--- src/sv/assert_macros.svh ---
// Assertion macros shared by the link frame validator modules.
`ifndef ASSERT_MACROS_SVH
`define ASSERT_MACROS_SVH

// Property that must hold at every clock edge outside reset.
`define ASSERT_ALWAYS(lbl, clk, rst, prop, msg) \
   lbl: assert property (@(posedge clk) disable iff (rst) (prop)) else $error(msg);

// Consequent that must hold in the cycle after the antecedent.
`define ASSERT_NEXT(lbl, clk, rst, ante, cons, msg) \
   lbl: assert property (@(posedge clk) disable iff (rst) (ante) |=> (cons)) \
      else $error(msg);

`endif

--- src/sv/lfv_pkg.sv ---
// Types and constants of the link frame validator.
`timescale 1ns / 1ps

package lfv_pkg;

   localparam int unsigned FRAME_BYTES = 19;
   localparam int unsigned POS_W       = 5;
   localparam int unsigned BYTE_W      = 8;
   localparam int unsigned ID_W        = 32;
   localparam int unsigned CSR_ADDR_W  = 5;
   localparam int unsigned CSR_DATA_W  = 32;

   // Byte positions within a frame
   localparam logic [POS_W-1:0] POS_DEST    = 5'd0;
   localparam logic [POS_W-1:0] POS_TYPE    = 5'd1;
   localparam logic [POS_W-1:0] POS_FLAGS   = 5'd2;
   localparam logic [POS_W-1:0] POS_ID3     = 5'd3;
   localparam logic [POS_W-1:0] POS_ID2     = 5'd4;
   localparam logic [POS_W-1:0] POS_ID1     = 5'd5;
   localparam logic [POS_W-1:0] POS_ID0     = 5'd6;
   localparam logic [POS_W-1:0] POS_LENGTH  = 5'd7;
   localparam logic [POS_W-1:0] POS_SEQ     = 5'd16;
   localparam logic [POS_W-1:0] POS_CHECK   = 5'd17;
   localparam logic [POS_W-1:0] POS_LAST    = 5'(FRAME_BYTES - 1);
   localparam logic [POS_W-1:0] POS_IDLE    = 5'(FRAME_BYTES);

   localparam logic [BYTE_W-1:0] TRAILER_BYTE = 8'h20;
   localparam logic [BYTE_W-1:0] MAX_LENGTH   = 8'd8;
   localparam int unsigned       STD_ID_BITS  = 11;
   localparam int unsigned       EXT_ID_BITS  = 29;

   // Verdict codes
   localparam logic [2:0] ERR_NONE     = 3'd0;
   localparam logic [2:0] ERR_DEST     = 3'd1;
   localparam logic [2:0] ERR_TYPE     = 3'd2;
   localparam logic [2:0] ERR_LENGTH   = 3'd3;
   localparam logic [2:0] ERR_TRAILER  = 3'd4;
   localparam logic [2:0] ERR_ID_RANGE = 3'd5;
   localparam logic [2:0] ERR_CHECKSUM = 3'd6;

   // Register indexes (byte address / 4)
   localparam logic [2:0] REG_DEST_A    = 3'd0;
   localparam logic [2:0] REG_DEST_B    = 3'd1;
   localparam logic [2:0] REG_DEST_C    = 3'd2;
   localparam logic [2:0] REG_TYPE_MIN  = 3'd3;
   localparam logic [2:0] REG_TYPE_MAX  = 3'd4;
   localparam logic [2:0] REG_RESP_TYPE = 3'd5;
   localparam logic [2:0] REG_FLOW_TYPE = 3'd6;
   localparam logic [2:0] REG_EXT_MASK  = 3'd7;

   typedef struct packed {
      logic [BYTE_W-1:0] dest_a;
      logic [BYTE_W-1:0] dest_b;
      logic [BYTE_W-1:0] dest_c;
      logic [BYTE_W-1:0] type_min;
      logic [BYTE_W-1:0] type_max;
      logic [BYTE_W-1:0] resp_type;
      logic [BYTE_W-1:0] flow_type;
      logic [BYTE_W-1:0] ext_mask;
   } cfg_type;

   localparam cfg_type CFG_RESET = '{
      dest_a:    8'd0,
      dest_b:    8'd1,
      dest_c:    8'd2,
      type_min:  8'd0,
      type_max:  8'd255,
      resp_type: 8'd1,
      flow_type: 8'd2,
      ext_mask:  8'd1
   };

   typedef struct packed {
      logic [BYTE_W-1:0] dest;
      logic [BYTE_W-1:0] ftype;
      logic [BYTE_W-1:0] flags;
      logic [ID_W-1:0]   ident;
      logic [BYTE_W-1:0] length;
      logic [BYTE_W-1:0] seq_byte;
      logic [BYTE_W-1:0] chk_byte;
      logic [BYTE_W-1:0] xor_sum;
   } hold_type;

   typedef struct packed {
      logic     last_byte;
      hold_type hold;
   } trk_status_type;

   typedef struct packed {
      logic              frame_ok;
      logic [2:0]        error_code;
      logic [BYTE_W-1:0] dest_code;
      logic [BYTE_W-1:0] frame_type;
      logic [ID_W-1:0]   can_id;
      logic              extended_id;
      logic [3:0]        data_length;
      logic [BYTE_W-1:0] sequence_res;
   } result_type;

endpackage

--- src/sv/lfv_req_if.sv ---
// Byte input channel of the link frame validator.
`timescale 1ns / 1ps

interface lfv_req_if;
   logic                        valid;
   logic                        ready;
   logic [lfv_pkg::BYTE_W-1:0]  data_byte;
   logic                        frame_start;

   modport source (output valid, output data_byte, output frame_start, input ready);
   modport sink   (input valid, input data_byte, input frame_start, output ready);
endinterface

--- src/sv/lfv_rsp_if.sv ---
// Verdict output channel of the link frame validator.
`timescale 1ns / 1ps

interface lfv_rsp_if;
   logic                        valid;
   logic                        ready;
   logic                        frame_ok;
   logic [2:0]                  error_code;
   logic [lfv_pkg::BYTE_W-1:0]  dest_code;
   logic [lfv_pkg::BYTE_W-1:0]  frame_type;
   logic [lfv_pkg::ID_W-1:0]    can_id;
   logic                        extended_id;
   logic [3:0]                  data_length;
   logic [lfv_pkg::BYTE_W-1:0]  sequence_res;

   modport source (output valid, output frame_ok, output error_code, output dest_code,
                   output frame_type, output can_id, output extended_id,
                   output data_length, output sequence_res, input ready);
   modport sink   (input valid, input frame_ok, input error_code, input dest_code,
                   input frame_type, input can_id, input extended_id,
                   input data_length, input sequence_res, output ready);
endinterface

--- src/sv/lfv_csr.sv ---
// APB-style configuration registers of the link frame validator.
`timescale 1ns / 1ps

module lfv_csr (
   input  logic                               clock,
   input  logic                               reset,
   input  logic                               psel,
   input  logic                               penable,
   input  logic                               pwrite,
   input  logic [lfv_pkg::CSR_ADDR_W-1:0]     paddr,
   input  logic [lfv_pkg::CSR_DATA_W-1:0]     pwdata,
   output logic [lfv_pkg::CSR_DATA_W-1:0]     prdata,
   output logic                               pready,
   output lfv_pkg::cfg_type                   cfg
);

   lfv_pkg::cfg_type           cfg_ff, cfg_in;
   logic [2:0]                 reg_idx;
   logic [lfv_pkg::BYTE_W-1:0] wr_byte;
   logic [lfv_pkg::BYTE_W-1:0] rd_byte;

   assign reg_idx = paddr[lfv_pkg::CSR_ADDR_W-1:2];
   assign wr_byte = pwdata[lfv_pkg::BYTE_W-1:0];
   assign pready  = 1'b1;

   always_comb begin
      cfg_in = cfg_ff;
      if (psel && penable && pwrite) begin
         unique case (reg_idx)
            lfv_pkg::REG_DEST_A:    cfg_in.dest_a    = wr_byte;
            lfv_pkg::REG_DEST_B:    cfg_in.dest_b    = wr_byte;
            lfv_pkg::REG_DEST_C:    cfg_in.dest_c    = wr_byte;
            lfv_pkg::REG_TYPE_MIN:  cfg_in.type_min  = wr_byte;
            lfv_pkg::REG_TYPE_MAX:  cfg_in.type_max  = wr_byte;
            lfv_pkg::REG_RESP_TYPE: cfg_in.resp_type = wr_byte;
            lfv_pkg::REG_FLOW_TYPE: cfg_in.flow_type = wr_byte;
            default:                cfg_in.ext_mask  = wr_byte;
         endcase
      end
   end

   always_comb begin
      unique case (reg_idx)
         lfv_pkg::REG_DEST_A:    rd_byte = cfg_ff.dest_a;
         lfv_pkg::REG_DEST_B:    rd_byte = cfg_ff.dest_b;
         lfv_pkg::REG_DEST_C:    rd_byte = cfg_ff.dest_c;
         lfv_pkg::REG_TYPE_MIN:  rd_byte = cfg_ff.type_min;
         lfv_pkg::REG_TYPE_MAX:  rd_byte = cfg_ff.type_max;
         lfv_pkg::REG_RESP_TYPE: rd_byte = cfg_ff.resp_type;
         lfv_pkg::REG_FLOW_TYPE: rd_byte = cfg_ff.flow_type;
         default:                rd_byte = cfg_ff.ext_mask;
      endcase
   end

   assign prdata = {{(lfv_pkg::CSR_DATA_W - lfv_pkg::BYTE_W){1'b0}}, rd_byte};
   assign cfg    = cfg_ff;

   always_ff @(posedge clock) begin
      if (reset) begin
         cfg_ff <= lfv_pkg::CFG_RESET;
      end else begin
         cfg_ff <= cfg_in;
      end
   end

endmodule

--- src/sv/lfv_tracker.sv ---
// Byte position counter, running XOR and held header fields of a frame.
`timescale 1ns / 1ps
`include "assert_macros.svh"

module lfv_tracker (
   input  logic                          clock,
   input  logic                          reset,
   input  logic                          accept,
   input  logic [lfv_pkg::BYTE_W-1:0]    data_byte,
   input  logic                          frame_start,
   output lfv_pkg::trk_status_type       status
);

   logic [lfv_pkg::POS_W-1:0] pos_ff, pos_in;
   logic [lfv_pkg::POS_W-1:0] pos_cur;
   logic                      active;
   logic [lfv_pkg::BYTE_W-1:0] xor_base;
   lfv_pkg::hold_type         hold_ff, hold_in;

   // A start byte always opens a new frame, aborting any frame in progress
   assign pos_cur  = frame_start ? lfv_pkg::POS_DEST : pos_ff;
   assign active   = frame_start || (pos_ff < lfv_pkg::POS_IDLE);
   assign xor_base = frame_start ? '0 : hold_ff.xor_sum;

   always_comb begin
      pos_in  = pos_ff;
      hold_in = hold_ff;
      if (accept && active) begin
         pos_in = pos_cur + 5'd1;
         if (pos_cur < lfv_pkg::POS_CHECK) begin
            hold_in.xor_sum = xor_base ^ data_byte;
         end
         unique case (pos_cur)
            lfv_pkg::POS_DEST:   hold_in.dest        = data_byte;
            lfv_pkg::POS_TYPE:   hold_in.ftype       = data_byte;
            lfv_pkg::POS_FLAGS:  hold_in.flags       = data_byte;
            lfv_pkg::POS_ID3:    hold_in.ident[31:24] = data_byte;
            lfv_pkg::POS_ID2:    hold_in.ident[23:16] = data_byte;
            lfv_pkg::POS_ID1:    hold_in.ident[15:8]  = data_byte;
            lfv_pkg::POS_ID0:    hold_in.ident[7:0]   = data_byte;
            lfv_pkg::POS_LENGTH: hold_in.length      = data_byte;
            lfv_pkg::POS_SEQ:    hold_in.seq_byte    = data_byte;
            lfv_pkg::POS_CHECK:  hold_in.chk_byte    = data_byte;
            default: begin
            end
         endcase
      end
   end

   assign status.last_byte = active && (pos_cur == lfv_pkg::POS_LAST);
   assign status.hold      = hold_ff;

   always_ff @(posedge clock) begin
      if (reset) begin
         pos_ff <= lfv_pkg::POS_IDLE;
      end else begin
         pos_ff <= pos_in;
      end
   end

   // Held fields are all rewritten before any verdict reads them
   always_ff @(posedge clock) begin
      hold_ff <= hold_in;
   end

   `ASSERT_ALWAYS(a_pos_bound, clock, reset, pos_ff <= lfv_pkg::POS_IDLE, "byte position out of range")
   `ASSERT_NEXT(a_start_pos, clock, reset, accept && frame_start, pos_ff == 5'd1, "start byte did not open frame")

endmodule

--- src/sv/lfv_judge.sv ---
// Frame checks in priority order and the verdict output register.
`timescale 1ns / 1ps
`include "assert_macros.svh"

module lfv_judge (
   input  logic                          clock,
   input  logic                          reset,
   input  lfv_pkg::cfg_type              cfg,
   input  lfv_pkg::hold_type             hold,
   input  logic [lfv_pkg::BYTE_W-1:0]    trailer,
   input  logic                          take,
   output logic                          slot_free,
   lfv_rsp_if.source                     rsp
);

   logic                   dest_bad;
   logic                   type_bad;
   logic                   length_bad;
   logic                   trailer_bad;
   logic                   id_checked;
   logic                   ext_id;
   logic                   id_bad;
   logic                   sum_bad;
   logic [2:0]             err;
   lfv_pkg::result_type    result_ff, result_in;
   logic                   valid_ff, valid_in;

   assign dest_bad    = (hold.dest != cfg.dest_a) && (hold.dest != cfg.dest_b) &&
                        (hold.dest != cfg.dest_c);
   assign type_bad    = (hold.ftype < cfg.type_min) || (hold.ftype > cfg.type_max);
   assign length_bad  = hold.length > lfv_pkg::MAX_LENGTH;
   assign trailer_bad = trailer != lfv_pkg::TRAILER_BYTE;
   assign id_checked  = (hold.ftype == cfg.type_min) || (hold.ftype == cfg.resp_type) ||
                        (hold.ftype == cfg.flow_type);
   assign ext_id      = (hold.flags & cfg.ext_mask) != '0;
   // Id exceeds its limit when any bit above the allowed width is set
   assign id_bad      = ext_id ? (hold.ident[lfv_pkg::ID_W-1:lfv_pkg::EXT_ID_BITS] != '0)
                               : (hold.ident[lfv_pkg::ID_W-1:lfv_pkg::STD_ID_BITS] != '0);
   assign sum_bad     = hold.xor_sum != hold.chk_byte;

   always_comb begin
      priority if (dest_bad) begin
         err = lfv_pkg::ERR_DEST;
      end else if (type_bad) begin
         err = lfv_pkg::ERR_TYPE;
      end else if (length_bad) begin
         err = lfv_pkg::ERR_LENGTH;
      end else if (trailer_bad) begin
         err = lfv_pkg::ERR_TRAILER;
      end else if (id_checked && id_bad) begin
         err = lfv_pkg::ERR_ID_RANGE;
      end else if (sum_bad) begin
         err = lfv_pkg::ERR_CHECKSUM;
      end else begin
         err = lfv_pkg::ERR_NONE;
      end
   end

   assign slot_free = !valid_ff || rsp.ready;

   always_comb begin
      result_in = result_ff;
      valid_in  = valid_ff;
      if (take) begin
         valid_in               = 1'b1;
         result_in.frame_ok     = err == lfv_pkg::ERR_NONE;
         result_in.error_code   = err;
         result_in.dest_code    = hold.dest;
         result_in.frame_type   = hold.ftype;
         result_in.can_id       = hold.ident;
         result_in.extended_id  = ext_id;
         result_in.data_length  = length_bad ? lfv_pkg::MAX_LENGTH[3:0] : hold.length[3:0];
         result_in.sequence_res = hold.seq_byte;
      end else if (rsp.ready) begin
         valid_in = 1'b0;
      end
   end

   always_ff @(posedge clock) begin
      if (reset) begin
         valid_ff <= 1'b0;
      end else begin
         valid_ff <= valid_in;
      end
   end

   always_ff @(posedge clock) begin
      result_ff <= result_in;
   end

   assign rsp.valid        = valid_ff;
   assign rsp.frame_ok     = result_ff.frame_ok;
   assign rsp.error_code   = result_ff.error_code;
   assign rsp.dest_code    = result_ff.dest_code;
   assign rsp.frame_type   = result_ff.frame_type;
   assign rsp.can_id       = result_ff.can_id;
   assign rsp.extended_id  = result_ff.extended_id;
   assign rsp.data_length  = result_ff.data_length;
   assign rsp.sequence_res = result_ff.sequence_res;

   `ASSERT_ALWAYS(a_take_free, clock, reset, !take || slot_free, "verdict overwrote pending result")
   `ASSERT_NEXT(a_take_shows, clock, reset, take, valid_ff, "verdict not presented")
   `ASSERT_ALWAYS(a_ok_code, clock, reset, !valid_ff || (result_ff.frame_ok == (result_ff.error_code == lfv_pkg::ERR_NONE)), "frame_ok disagrees with error_code")
   `ASSERT_ALWAYS(a_len_clamp, clock, reset, !valid_ff || (result_ff.data_length <= 4'd8), "length not clamped")

endmodule

--- src/sv/link_frame_validator.sv ---
// Top level of the link frame validator.
// Latency: the verdict is valid in the cycle after the transfer of byte 18 of a frame.
// Throughput: one byte per cycle; bytes that end no frame are taken while a verdict waits.
// The last byte of a frame waits only while the single verdict register is still full.
// Reset: byte position goes idle (no frame open), no verdict pending, registers take
// their reset values; no clearing pass.
`timescale 1ns / 1ps

module link_frame_validator (
   input  logic                               clock,
   input  logic                               reset,
   lfv_req_if.sink                            req,
   lfv_rsp_if.source                          rsp,
   input  logic                               psel,
   input  logic                               penable,
   input  logic                               pwrite,
   input  logic [lfv_pkg::CSR_ADDR_W-1:0]     paddr,
   input  logic [lfv_pkg::CSR_DATA_W-1:0]     pwdata,
   output logic [lfv_pkg::CSR_DATA_W-1:0]     prdata,
   output logic                               pready
);

   lfv_pkg::cfg_type        cfg;
   lfv_pkg::trk_status_type status;
   logic                    slot_free;
   logic                    accept;
   logic                    take;

   // Stall only the byte that ends a frame, and only while the verdict slot is full
   assign req.ready = slot_free || !status.last_byte;
   assign accept    = req.valid && req.ready;
   assign take      = accept && status.last_byte;

   lfv_csr u_csr (
      .clock   (clock),
      .reset   (reset),
      .psel    (psel),
      .penable (penable),
      .pwrite  (pwrite),
      .paddr   (paddr),
      .pwdata  (pwdata),
      .prdata  (prdata),
      .pready  (pready),
      .cfg     (cfg)
   );

   lfv_tracker u_tracker (
      .clock       (clock),
      .reset       (reset),
      .accept      (accept),
      .data_byte   (req.data_byte),
      .frame_start (req.frame_start),
      .status      (status)
   );

   lfv_judge u_judge (
      .clock     (clock),
      .reset     (reset),
      .cfg       (cfg),
      .hold      (status.hold),
      .trailer   (req.data_byte),
      .take      (take),
      .slot_free (slot_free),
      .rsp       (rsp)
   );

endmodule

--- src/flat_wrapper.sv ---
// flat-port wrapper written by rule: the top's interface ports become plain ports
module link_frame_validator_flat 
  (clock, reset, psel, penable, pwrite, paddr, pwdata, prdata, pready, req_valid, req_data_byte, req_frame_start, req_ready, rsp_valid, rsp_frame_ok, rsp_error_code, rsp_dest_code, rsp_frame_type, rsp_can_id, rsp_extended_id, rsp_data_length, rsp_sequence_res, rsp_ready);
  lfv_req_if req_i ();
  lfv_rsp_if rsp_i ();
  input  logic clock;
  input  logic reset;
  input  logic psel;
  input  logic penable;
  input  logic pwrite;
  input  logic [lfv_pkg::CSR_ADDR_W-1:0] paddr;
  input  logic [lfv_pkg::CSR_DATA_W-1:0] pwdata;
  output logic [lfv_pkg::CSR_DATA_W-1:0] prdata;
  output logic pready;
  input wire logic [$bits(req_i.valid)-1:0] req_valid;
  input wire logic [$bits(req_i.data_byte)-1:0] req_data_byte;
  input wire logic [$bits(req_i.frame_start)-1:0] req_frame_start;
  output wire logic [$bits(req_i.ready)-1:0] req_ready;
  output wire logic [$bits(rsp_i.valid)-1:0] rsp_valid;
  output wire logic [$bits(rsp_i.frame_ok)-1:0] rsp_frame_ok;
  output wire logic [$bits(rsp_i.error_code)-1:0] rsp_error_code;
  output wire logic [$bits(rsp_i.dest_code)-1:0] rsp_dest_code;
  output wire logic [$bits(rsp_i.frame_type)-1:0] rsp_frame_type;
  output wire logic [$bits(rsp_i.can_id)-1:0] rsp_can_id;
  output wire logic [$bits(rsp_i.extended_id)-1:0] rsp_extended_id;
  output wire logic [$bits(rsp_i.data_length)-1:0] rsp_data_length;
  output wire logic [$bits(rsp_i.sequence_res)-1:0] rsp_sequence_res;
  input wire logic [$bits(rsp_i.ready)-1:0] rsp_ready;
  assign req_i.valid = req_valid;
  assign req_i.data_byte = req_data_byte;
  assign req_i.frame_start = req_frame_start;
  assign req_ready = req_i.ready;
  assign rsp_valid = rsp_i.valid;
  assign rsp_frame_ok = rsp_i.frame_ok;
  assign rsp_error_code = rsp_i.error_code;
  assign rsp_dest_code = rsp_i.dest_code;
  assign rsp_frame_type = rsp_i.frame_type;
  assign rsp_can_id = rsp_i.can_id;
  assign rsp_extended_id = rsp_i.extended_id;
  assign rsp_data_length = rsp_i.data_length;
  assign rsp_sequence_res = rsp_i.sequence_res;
  assign rsp_i.ready = rsp_ready;
  link_frame_validator u_core (.clock(clock), .reset(reset), .req(req_i), .rsp(rsp_i), .psel(psel), .penable(penable), .pwrite(pwrite), .paddr(paddr), .pwdata(pwdata), .prdata(prdata), .pready(pready));
endmodule
--- config.mk ---
export PLATFORM = sky130hd
export DESIGN_NAME = link_frame_validator_flat
export DESIGN_NICKNAME = d
export VERILOG_FILES = /design/src/sv/lfv_pkg.sv /design/src/sv/lfv_req_if.sv /design/src/sv/lfv_rsp_if.sv /design/src/sv/lfv_csr.sv /design/src/sv/lfv_tracker.sv /design/src/sv/lfv_judge.sv /design/src/sv/link_frame_validator.sv /design/src/flat_wrapper.sv
export VERILOG_INCLUDE_DIRS = /design/src /design/src/sv
export SDC_FILE = /design/constraint.sdc
export NUM_CORES = 1
export LEC_CHECK = 0
export BUFFER_PORTS_ARGS = -buffer_cell sky130_fd_sc_hd__buf_2
export CORE_AREA = 2 2 133 187
export DETAILED_ROUTE_END_ITERATION = 12
export DIE_AREA = 0 0 135 189
export MAX_ROUTING_LAYER = met4
export REMOVE_ABC_BUFFERS = 1
export SYNTH_ARGS = -nofsm -noshare
export SYNTH_HDL_FRONTEND = slang
export SYNTH_SLANG_ARGS = --single-unit
--- constraint.sdc ---
create_clock -name clock -period 10.62 [get_ports clock]
set_clock_uncertainty 0.2 [all_clocks]
set_input_delay 1.593 -clock clock [delete_from_list [all_inputs] [get_ports clock]]
set_output_delay 1.593 -clock clock [all_outputs]
set_load 0.01 [all_outputs]
==> metrics.txt, run 1 <==
# TYPE chip_impl_metric gauge
chip_impl_metric{name="ctsResizeCount",unit=""} 0
chip_impl_metric{name="instances_no_fill",unit=""} 1156
chip_impl_metric{name="combinationalPowerShare",unit="%"} 5.2
chip_impl_info{name="status",value="finished, final reports clean"} 1
chip_impl_info{name="clockRootBuffer",value="clkbuf_16"} 1
chip_impl_metric{name="relSlewSlack",unit="%"} 31.3
chip_impl_metric{name="worstMarginPinSlew",unit="ns"} 1.02
chip_impl_metric{name="internal_power",unit="mW"} 1.45
chip_impl_metric{name="avgSynthCellArea",unit="µm²"} 12.9
chip_impl_metric{name="gp_congestion",unit=""} 0.814
chip_impl_info{name="cp-start-kind",value="input port"} 1
chip_impl_metric{name="hold_viol_final",unit=""} 0
chip_impl_metric{name="antenna_found_initial",unit=""} 0
chip_impl_metric{name="detail_route.drc_violations",unit=""} 0
chip_impl_metric{name="ys_ff_latch",unit=""} 223
chip_impl_metric{name="grt_first_pass_wirelength",unit="µm"} 34700
chip_impl_metric{name="worst-path-max-fanout",unit=""} 33
chip_impl_metric{name="rows",unit=""} 67
chip_impl_metric{name="globalRouteOverflowTotal",unit=""} 0
chip_impl_metric{name="net_total_in_the_final_layout",unit=""} 902
chip_impl_metric{name="worst_setup_hold_path_clk_slew",unit="ns"} 0.05
chip_impl_metric{name="cts.hold.buffers_added",unit=""} 0
chip_impl_metric{name="syn_to_final_growth",unit="%"} 15.6
chip_impl_metric{name="final_util",unit="%"} 45.7
chip_impl_info{name="synth-main-ff-cell",value="edfxtp_1"} 1
chip_impl_metric{name="die-width",unit="µm"} 135
chip_impl_metric{name="vias_in_the_first_global_route",unit=""} 5855
chip_impl_metric{name="post_layout_minimum_cycle_time",unit="ns"} 4.92
chip_impl_metric{name="report.final.setup_viol",unit=""} 0
chip_impl_metric{name="power",unit="mW"} 1.86
chip_impl_info{name="worstSetupEndpointType",value="output pin"} 1
chip_impl_metric{name="final.period_utilization",unit="%"} 46.3
chip_impl_metric{name="ioPinCount",unit=""} 153
chip_impl_metric{name="slew_violations",unit=""} 0
chip_impl_metric{name="power.switching_fraction",unit="%"} 21.8
chip_impl_metric{name="post_drt_via_cell_ratio",unit=""} 5.06
chip_impl_metric{name="postSynth.asyncResetShare",unit="%"} 0
chip_impl_info{name="unrepaired_setup_endpoints_after_global_routing",value="false"} 1
chip_impl_metric{name="cts_setup_buffers",unit=""} 0
chip_impl_metric{name="dp_worst_setup_slack",unit="ns"} 5.69
chip_impl_metric{name="syn-instance-count",unit=""} 732
chip_impl_metric{name="clockPowerShare",unit="%"} 43.6
chip_impl_metric{name="synth_cell_types",unit=""} 57
chip_impl_metric{name="largest_net_degree_at_the_start_of_global_routing",unit=""} 56
chip_impl_metric{name="drt_pre_antenna_iters",unit=""} 4
chip_impl_metric{name="die-area",unit="µm²"} 25500
chip_impl_metric{name="synth_edf_count",unit=""} 153
chip_impl_metric{name="mux_cell_area_share_after_synthesis",unit="%"} 7.31
chip_impl_metric{name="cp.required",unit="ns"} 8.83
chip_impl_metric{name="max-clock-path-buffers",unit=""} 3
chip_impl_metric{name="core_region_area",unit="µm²"} 23800
chip_impl_metric{name="clk_latency",unit="ns"} 0.51
chip_impl_info{name="tritoncts",value="built"} 1
chip_impl_metric{name="post_synthesis_cell_area",unit="µm²"} 9410
chip_impl_metric{name="synth-simple-area-share",unit="%"} 10.8
chip_impl_metric{name="initial_utilization",unit="%"} 39.5
chip_impl_metric{name="timing.final.ws_setup",unit="ns"} 5.70
chip_impl_metric{name="worstPathArrival",unit="ns"} 3.12
chip_impl_metric{name="grt.total_usage",unit="%"} 18.7
chip_impl_info{name="largest_family_of_logic_cells_by_synthesized_area",value="simple AND/OR/NAND/NOR gates"} 1
chip_impl_metric{name="max_cap_viol_count",unit=""} 0
chip_impl_metric{name="fmax",unit="GHz"} 0.203
chip_impl_metric{name="area_fraction_in_compound_gates_after_synthesis",unit="%"} 5.88
chip_impl_metric{name="clkSinkCount",unit=""} 223
chip_impl_metric{name="warnings_from_yosys",unit=""} 0
chip_impl_metric{name="vias",unit=""} 5850
chip_impl_info{name="path_class",value="input port to output pin"} 1
chip_impl_metric{name="synth-adder-area-share",unit="%"} 2.66
chip_impl_metric{name="detail-route-antenna-nets",unit=""} 0
chip_impl_metric{name="detailedRoute.firstIterationViolations",unit=""} 362
chip_impl_metric{name="drive_gt1_share",unit="%"} 18.4
chip_impl_metric{name="post_detailed_routing_wire_length",unit="µm"} 22900
chip_impl_metric{name="dp.final_hpwl",unit="µm"} 15800
chip_impl_metric{name="synthXorXnorAreaFrac",unit="%"} 5.21
chip_impl_metric{name="placed_cells",unit=""} 1114
chip_impl_info{name="mostFrequentLayoutCell",value="edfxtp_1"} 1
chip_impl_metric{name="worst_ir_drop_vdd",unit="V"} 0.000134
chip_impl_metric{name="total_switching_power",unit="µW"} 404
chip_impl_metric{name="nFillCells",unit=""} 2260
chip_impl_metric{name="cts_max_level",unit=""} 1
chip_impl_metric{name="numPortBuffers",unit=""} 101
chip_impl_metric{name="antenna_cells_inserted",unit=""} 0
chip_impl_metric{name="routedWlPerCell",unit="µm"} 19.8
chip_impl_info{name="class_of_the_tightest_hold_or_removal_check",value="register to register"} 1
chip_impl_info{name="most_used_cells_in_the_layout_excluding_fill_and_tap_cells",value="edfxtp_1, buf_2, nor2_1"} 1
chip_impl_metric{name="timing.setup.tns",unit="ns"} 0
chip_impl_metric{name="cts-buffers-inserted",unit=""} 23
chip_impl_metric{name="ys_seq_area_share",unit="%"} 63.7
chip_impl_metric{name="sequentialPowerShare",unit="%"} 51.1
chip_impl_metric{name="p_leak",unit="nW"} 3.89
chip_impl_metric{name="power.density",unit="nW/µm²"} 171
chip_impl_metric{name="die_height",unit="µm"} 189
==> layout make-up <==
cell class                      instances  area (µm²)  share of cell area, %
Clock buffer                           27         601                   5.52
Tap cell                              310         388                   3.57
Clock inverter                         15         166                   1.53
Sequential cell                       223        6000                   55.1
Inverter                               25        93.8                  0.863
Multi-Input combinational cell        452        3100                   28.5
Timing Repair Buffer                  104         528                   4.86
==> flip-flops by register name, summed over array words and instances (netlist names), 3 cells and up <==
register	flops
u_core.u_tracker.status	88
u_core.u_judge.rsp.error_code	3
u_core.u_csr.cfg	64
u_core.u_judge.rsp.dest_code	8
u_core.u_judge.rsp.sequence_res	8
u_core.u_judge.rsp.data_length	4
u_core.u_judge.rsp.frame_type	8
u_core.u_tracker.pos_ff	5
u_core.u_judge.rsp.can_id	32
==> cell families after synthesis <==
family / count (synthesis)
xor+xnor: 56
compound gates: 83
fa+ha+maj: 20
mux: 66
other cells: 2
buf+inv: 80
flops: 223
simple gates: 202
==> synth_stat cells (3+ instances only) <==
cell type    n  area, µm²
a211oi_1     7       52.6
a21oi_1     18       90.1
a221oi_1     3       26.3
a22oi_1      7       52.6
a31oi_1      4       25.0
and2_1       9       56.3
buf_2        6       30.0
buf_4       26        195
clkbuf_1    22       82.6
dfxtp_1     70       1400
edfxtp_1   153       4590
ha_1        20        250
inv_1       25       93.8
mux2i_1     62        621
nand2_1     29        109
nand2b_1    13       81.3
nand3b_1     3       22.5
nand4_1     13       81.3
nor2_1      85        319
nor2_2       5       31.3
nor2b_1      8       50.1
nor3b_1      4       30.0
nor4_1      10       62.6
o211ai_1     9       67.6
o21ai_0     16       80.1
o22a_1       5       43.8
o22ai_1      3       18.8
or3_1        3       18.8
xnor2_1     40        350
xor2_1      16        140
==> worst max-delay path, stage by stage <==
cell and delay, ns:
buf_2 0.48, mux2i_1 0.25, nor2_1 0.06, a211oi_1 0.27
a31oi_1 0.09, o22a_1 0.21, buf_2 0.15
==> power by group through the flow <==
stage               Combinational, mW  Clock, mW  Sequential, mW
CTS                            0.0984      0.832           0.949
finish                         0.0971      0.810           0.949
floorplan                      0.0495          0           0.966
detailed placement             0.0978          0           0.968
global route                    0.108      0.865           0.950
global placement               0.0963          0           0.968
==> worst paths after layout <==
check,cells past startpoint,startpoint,slack [ns],endpoint
max,7,paddr[4],5.70,prdata[0]
min,0,u_core.u_tracker.status[36],0.22,u_core.u_judge.rsp.can_id[4]
max reg2reg,7,u_core.u_tracker.pos_ff[0],7.36,u_core.u_judge.rsp.dest_code[3]
min reg2reg,0,u_core.u_tracker.status[36],0.22,u_core.u_judge.rsp.can_id[4]
==> metal layers <==
layer / GRT usage, % / part of all wire [%] / vias up / routed length (µm)
met5: - / 0 / - / 0
met3: 2.62 / 5.1 / 41 / 1170
li1: - / - / 2792 / -
met2: 33.6 / 54 / 149 / 12400
met4: 5.21 / 2.1 / 0 / 480
met1: 21.6 / 39 / 2868 / 8850
==> through the flow <==
step	instance area (µm²)	hold slack (ns)
after floorplan	9190	0.200
after global placement	10100	0.202
after detailed placement	10100	0.205
after CTS	10900	0.220
after global routing	10900	0.225
final	10900	0.218
Note: power is estimated with default switching activity, not from simulation.
==> run 2, diff against run 1 <==
==> constraint.sdc (replaced) <==
create_clock -name clock -period 4.6 [get_ports clock]
set_clock_uncertainty 0.2 [all_clocks]
set_input_delay 0.69 -clock clock [delete_from_list [all_inputs] [get_ports clock]]
set_output_delay 0.69 -clock clock [all_outputs]
set_load 0.01 [all_outputs]
==> metrics.txt, run 2 (synthesis gave the netlist of run 1 again) <==
# TYPE chip_impl_metric gauge
chip_impl_metric{name="max-clock-path-buffers",unit=""} 3
chip_impl_metric{name="worstPathArrival",unit="ns"} 2.25
chip_impl_metric{name="largest_net_degree_at_the_start_of_global_routing",unit=""} 55
chip_impl_metric{name="detailedRoute.firstIterationViolations",unit=""} 323
chip_impl_metric{name="clk_latency",unit="ns"} 0.51
chip_impl_metric{name="clockPowerShare",unit="%"} 42.8
chip_impl_metric{name="dp.final_hpwl",unit="µm"} 15700
chip_impl_metric{name="slew_violations",unit=""} 0
chip_impl_info{name="worst_r2r_startpoint",value="u_core.u_tracker.pos_ff[0]"} 1
chip_impl_info{name="class_of_the_tightest_hold_or_removal_check",value="register to register"} 1
chip_impl_info{name="critical_path.reg2reg.endpoint",value="u_core.u_judge.rsp.dest_code[3]"} 1
chip_impl_metric{name="hold_viol_final",unit=""} 0
chip_impl_metric{name="relSlewSlack",unit="%"} 40.4
chip_impl_metric{name="p_leak",unit="nW"} 3.88
chip_impl_metric{name="vias",unit=""} 5807
chip_impl_metric{name="holdPathStages",unit=""} 0
chip_impl_metric{name="gp_congestion",unit=""} 0.833
chip_impl_metric{name="power",unit="mW"} 4.22
chip_impl_metric{name="final.period_utilization",unit="%"} 68.2
chip_impl_metric{name="internal_power",unit="mW"} 3.30
chip_impl_info{name="unrepaired_setup_endpoints_after_global_routing",value="false"} 1
chip_impl_metric{name="numPortBuffers",unit=""} 101
chip_impl_metric{name="max_cap_viol_count",unit=""} 0
chip_impl_info{name="clockRootBuffer",value="clkbuf_16"} 1
chip_impl_metric{name="reg2reg_setup_slack",unit="ns"} 1.68
chip_impl_metric{name="antenna_found_initial",unit=""} 0
chip_impl_metric{name="post_detailed_routing_wire_length",unit="µm"} 22800
chip_impl_metric{name="detail_route.drc_violations",unit=""} 0
chip_impl_metric{name="grt.total_usage",unit="%"} 18.4
chip_impl_metric{name="post_drt_via_cell_ratio",unit=""} 5.02
chip_impl_info{name="hp-start",value="u_core.u_tracker.status[39]"} 1
chip_impl_metric{name="drive_gt1_share",unit="%"} 17.7
chip_impl_metric{name="instances_no_fill",unit=""} 1157
chip_impl_metric{name="timing.final.ws_setup",unit="ns"} 1.46
chip_impl_info{name="status",value="finished, final reports clean"} 1
chip_impl_metric{name="drt_pre_antenna_iters",unit=""} 5
chip_impl_metric{name="net_total_in_the_final_layout",unit=""} 903
chip_impl_info{name="most_used_cells_in_the_layout_excluding_fill_and_tap_cells",value="edfxtp_1, buf_2, nor2_1"} 1
chip_impl_metric{name="report.final.setup_viol",unit=""} 0
chip_impl_metric{name="power.switching_fraction",unit="%"} 21.8
chip_impl_metric{name="fmax",unit="GHz"} 0.319
chip_impl_info{name="worstHoldEndpoint",value="u_core.u_judge.rsp.can_id[7]"} 1
chip_impl_metric{name="ctsResizeCount",unit=""} 0
chip_impl_metric{name="worst_ir_drop_vdd",unit="V"} 0.000297
chip_impl_metric{name="nFillCells",unit=""} 2250
chip_impl_metric{name="stdcell_area",unit="µm²"} 10900
chip_impl_metric{name="combinationalPowerShare",unit="%"} 5.3
chip_impl_metric{name="cts.hold.buffers_added",unit=""} 0
chip_impl_info{name="tritoncts",value="built"} 1
chip_impl_metric{name="cp.required",unit="ns"} 3.71
chip_impl_metric{name="detailed_place.area",unit="µm²"} 10100
chip_impl_metric{name="antenna_cells_inserted",unit=""} 0
chip_impl_metric{name="rows",unit=""} 67
chip_impl_metric{name="cts_setup_buffers",unit=""} 0
chip_impl_metric{name="r2r.worst_path.cells",unit=""} 7
chip_impl_info{name="path_class",value="input port to output pin"} 1
chip_impl_metric{name="post_layout_minimum_cycle_time",unit="ns"} 3.14
chip_impl_metric{name="detail-route-antenna-nets",unit=""} 0
chip_impl_metric{name="timing.setup.tns",unit="ns"} 0
chip_impl_metric{name="power.density",unit="nW/µm²"} 389
chip_impl_metric{name="ioPinCount",unit=""} 153
chip_impl_metric{name="clkSinkCount",unit=""} 223
chip_impl_metric{name="worstMarginPinSlew",unit="ns"} 0.888
chip_impl_metric{name="vias_in_the_first_global_route",unit=""} 5784
chip_impl_metric{name="largest_register_ffs",unit=""} 88
chip_impl_metric{name="sequentialPowerShare",unit="%"} 51.9
chip_impl_metric{name="routedWlPerCell",unit="µm"} 19.7
chip_impl_metric{name="worst-path-max-fanout",unit=""} 33
chip_impl_metric{name="dp_worst_setup_slack",unit="ns"} 1.26
chip_impl_metric{name="cts_max_level",unit=""} 1
chip_impl_metric{name="syn_to_final_growth",unit="%"} 15.3
chip_impl_metric{name="worst_setup_hold_path_clk_slew",unit="ns"} 0.06
chip_impl_metric{name="core_region_area",unit="µm²"} 23800
chip_impl_metric{name="initial_utilization",unit="%"} 39.5
chip_impl_info{name="cp-start-kind",value="input port"} 1
chip_impl_metric{name="globalRouteOverflowTotal",unit=""} 0
chip_impl_metric{name="die_height",unit="µm"} 189
chip_impl_info{name="worstSetupEndpointType",value="output pin"} 1
chip_impl_metric{name="grt_first_pass_wirelength",unit="µm"} 34400
chip_impl_metric{name="placed_cells",unit=""} 1115
chip_impl_metric{name="total_switching_power",unit="µW"} 919
chip_impl_info{name="mostFrequentLayoutCell",value="edfxtp_1"} 1
chip_impl_metric{name="cts-buffers-inserted",unit=""} 23
chip_impl_metric{name="die-area",unit="µm²"} 25500
chip_impl_metric{name="die-width",unit="µm"} 135
-- run 2: metrics by stage --
stage	hold WS [ns]	utilization [%]
after floorplan	0.200	-
after global placement	0.202	42.5
after detailed placement	0.206	42.5
after CTS	0.214	45.6
after global routing	0.222	45.6
final	0.217	45.6
-- run 2: worst max path at each step --
stage	startpoint	end	slack (ns)	cells past startpoint
2_1_floorplan	req_frame_start	u_core.u_judge.rsp.can_id[0]	-0.37	6
3_3_place_gp	req_frame_start	u_core.u_judge.rsp.dest_code[3]	1.29	8
3_5_place_dp	req_frame_start	u_core.u_judge.rsp.dest_code[4]	1.26	8
4_1_cts	paddr[2]	prdata[6]	1.52	6
5_1_grt	paddr[2]	prdata[4]	1.36	7
6_report	paddr[2]	prdata[6]	1.46	6
-- run 2: routing by layer --
metal / vias to the layer above / global-route usage, % / share of wire [%]
met5: - / - / 0
met2: 154 / 32.6 / 53
met1: 2836 / 21.9 / 41
li1: 2786 / - / -
met4: 0 / 4.81 / 2.0
met3: 31 / 2.73 / 4.5
-- run 2: final cells by class --
type / instances / area (µm²) / share of cell area (%)
Inverter: 25 / 93.8 / 0.865
Tap cell: 310 / 388 / 3.57
Multi-Input combinational cell: 452 / 3100 / 28.6
Timing Repair Buffer: 105 / 548 / 5.05
Clock buffer: 34 / 627 / 5.78
Clock inverter: 8 / 97.6 / 0.899
Sequential cell: 223 / 6000 / 55.2
-- run 2: power groups by stage --
| stage | Combinational, mW | Sequential [mW] | Clock, mW |
|---|---|---|---|
| after detailed placement | 0.225 | 2.24 | 0 |
| after global placement | 0.223 | 2.24 | 0 |
| final | 0.223 | 2.19 | 1.81 |
| after CTS | 0.226 | 2.19 | 1.86 |
| after global routing | 0.247 | 2.20 | 1.92 |
| after floorplan | 0.114 | 2.23 | 0 |
-- run 2: worst max-delay path, cell delays in order --
cell      delay (ns)
buf_2           0.49
nor2b_1         0.18
a221oi_1        0.38
a21oi_1         0.08
o22a_1          0.26
buf_2           0.15
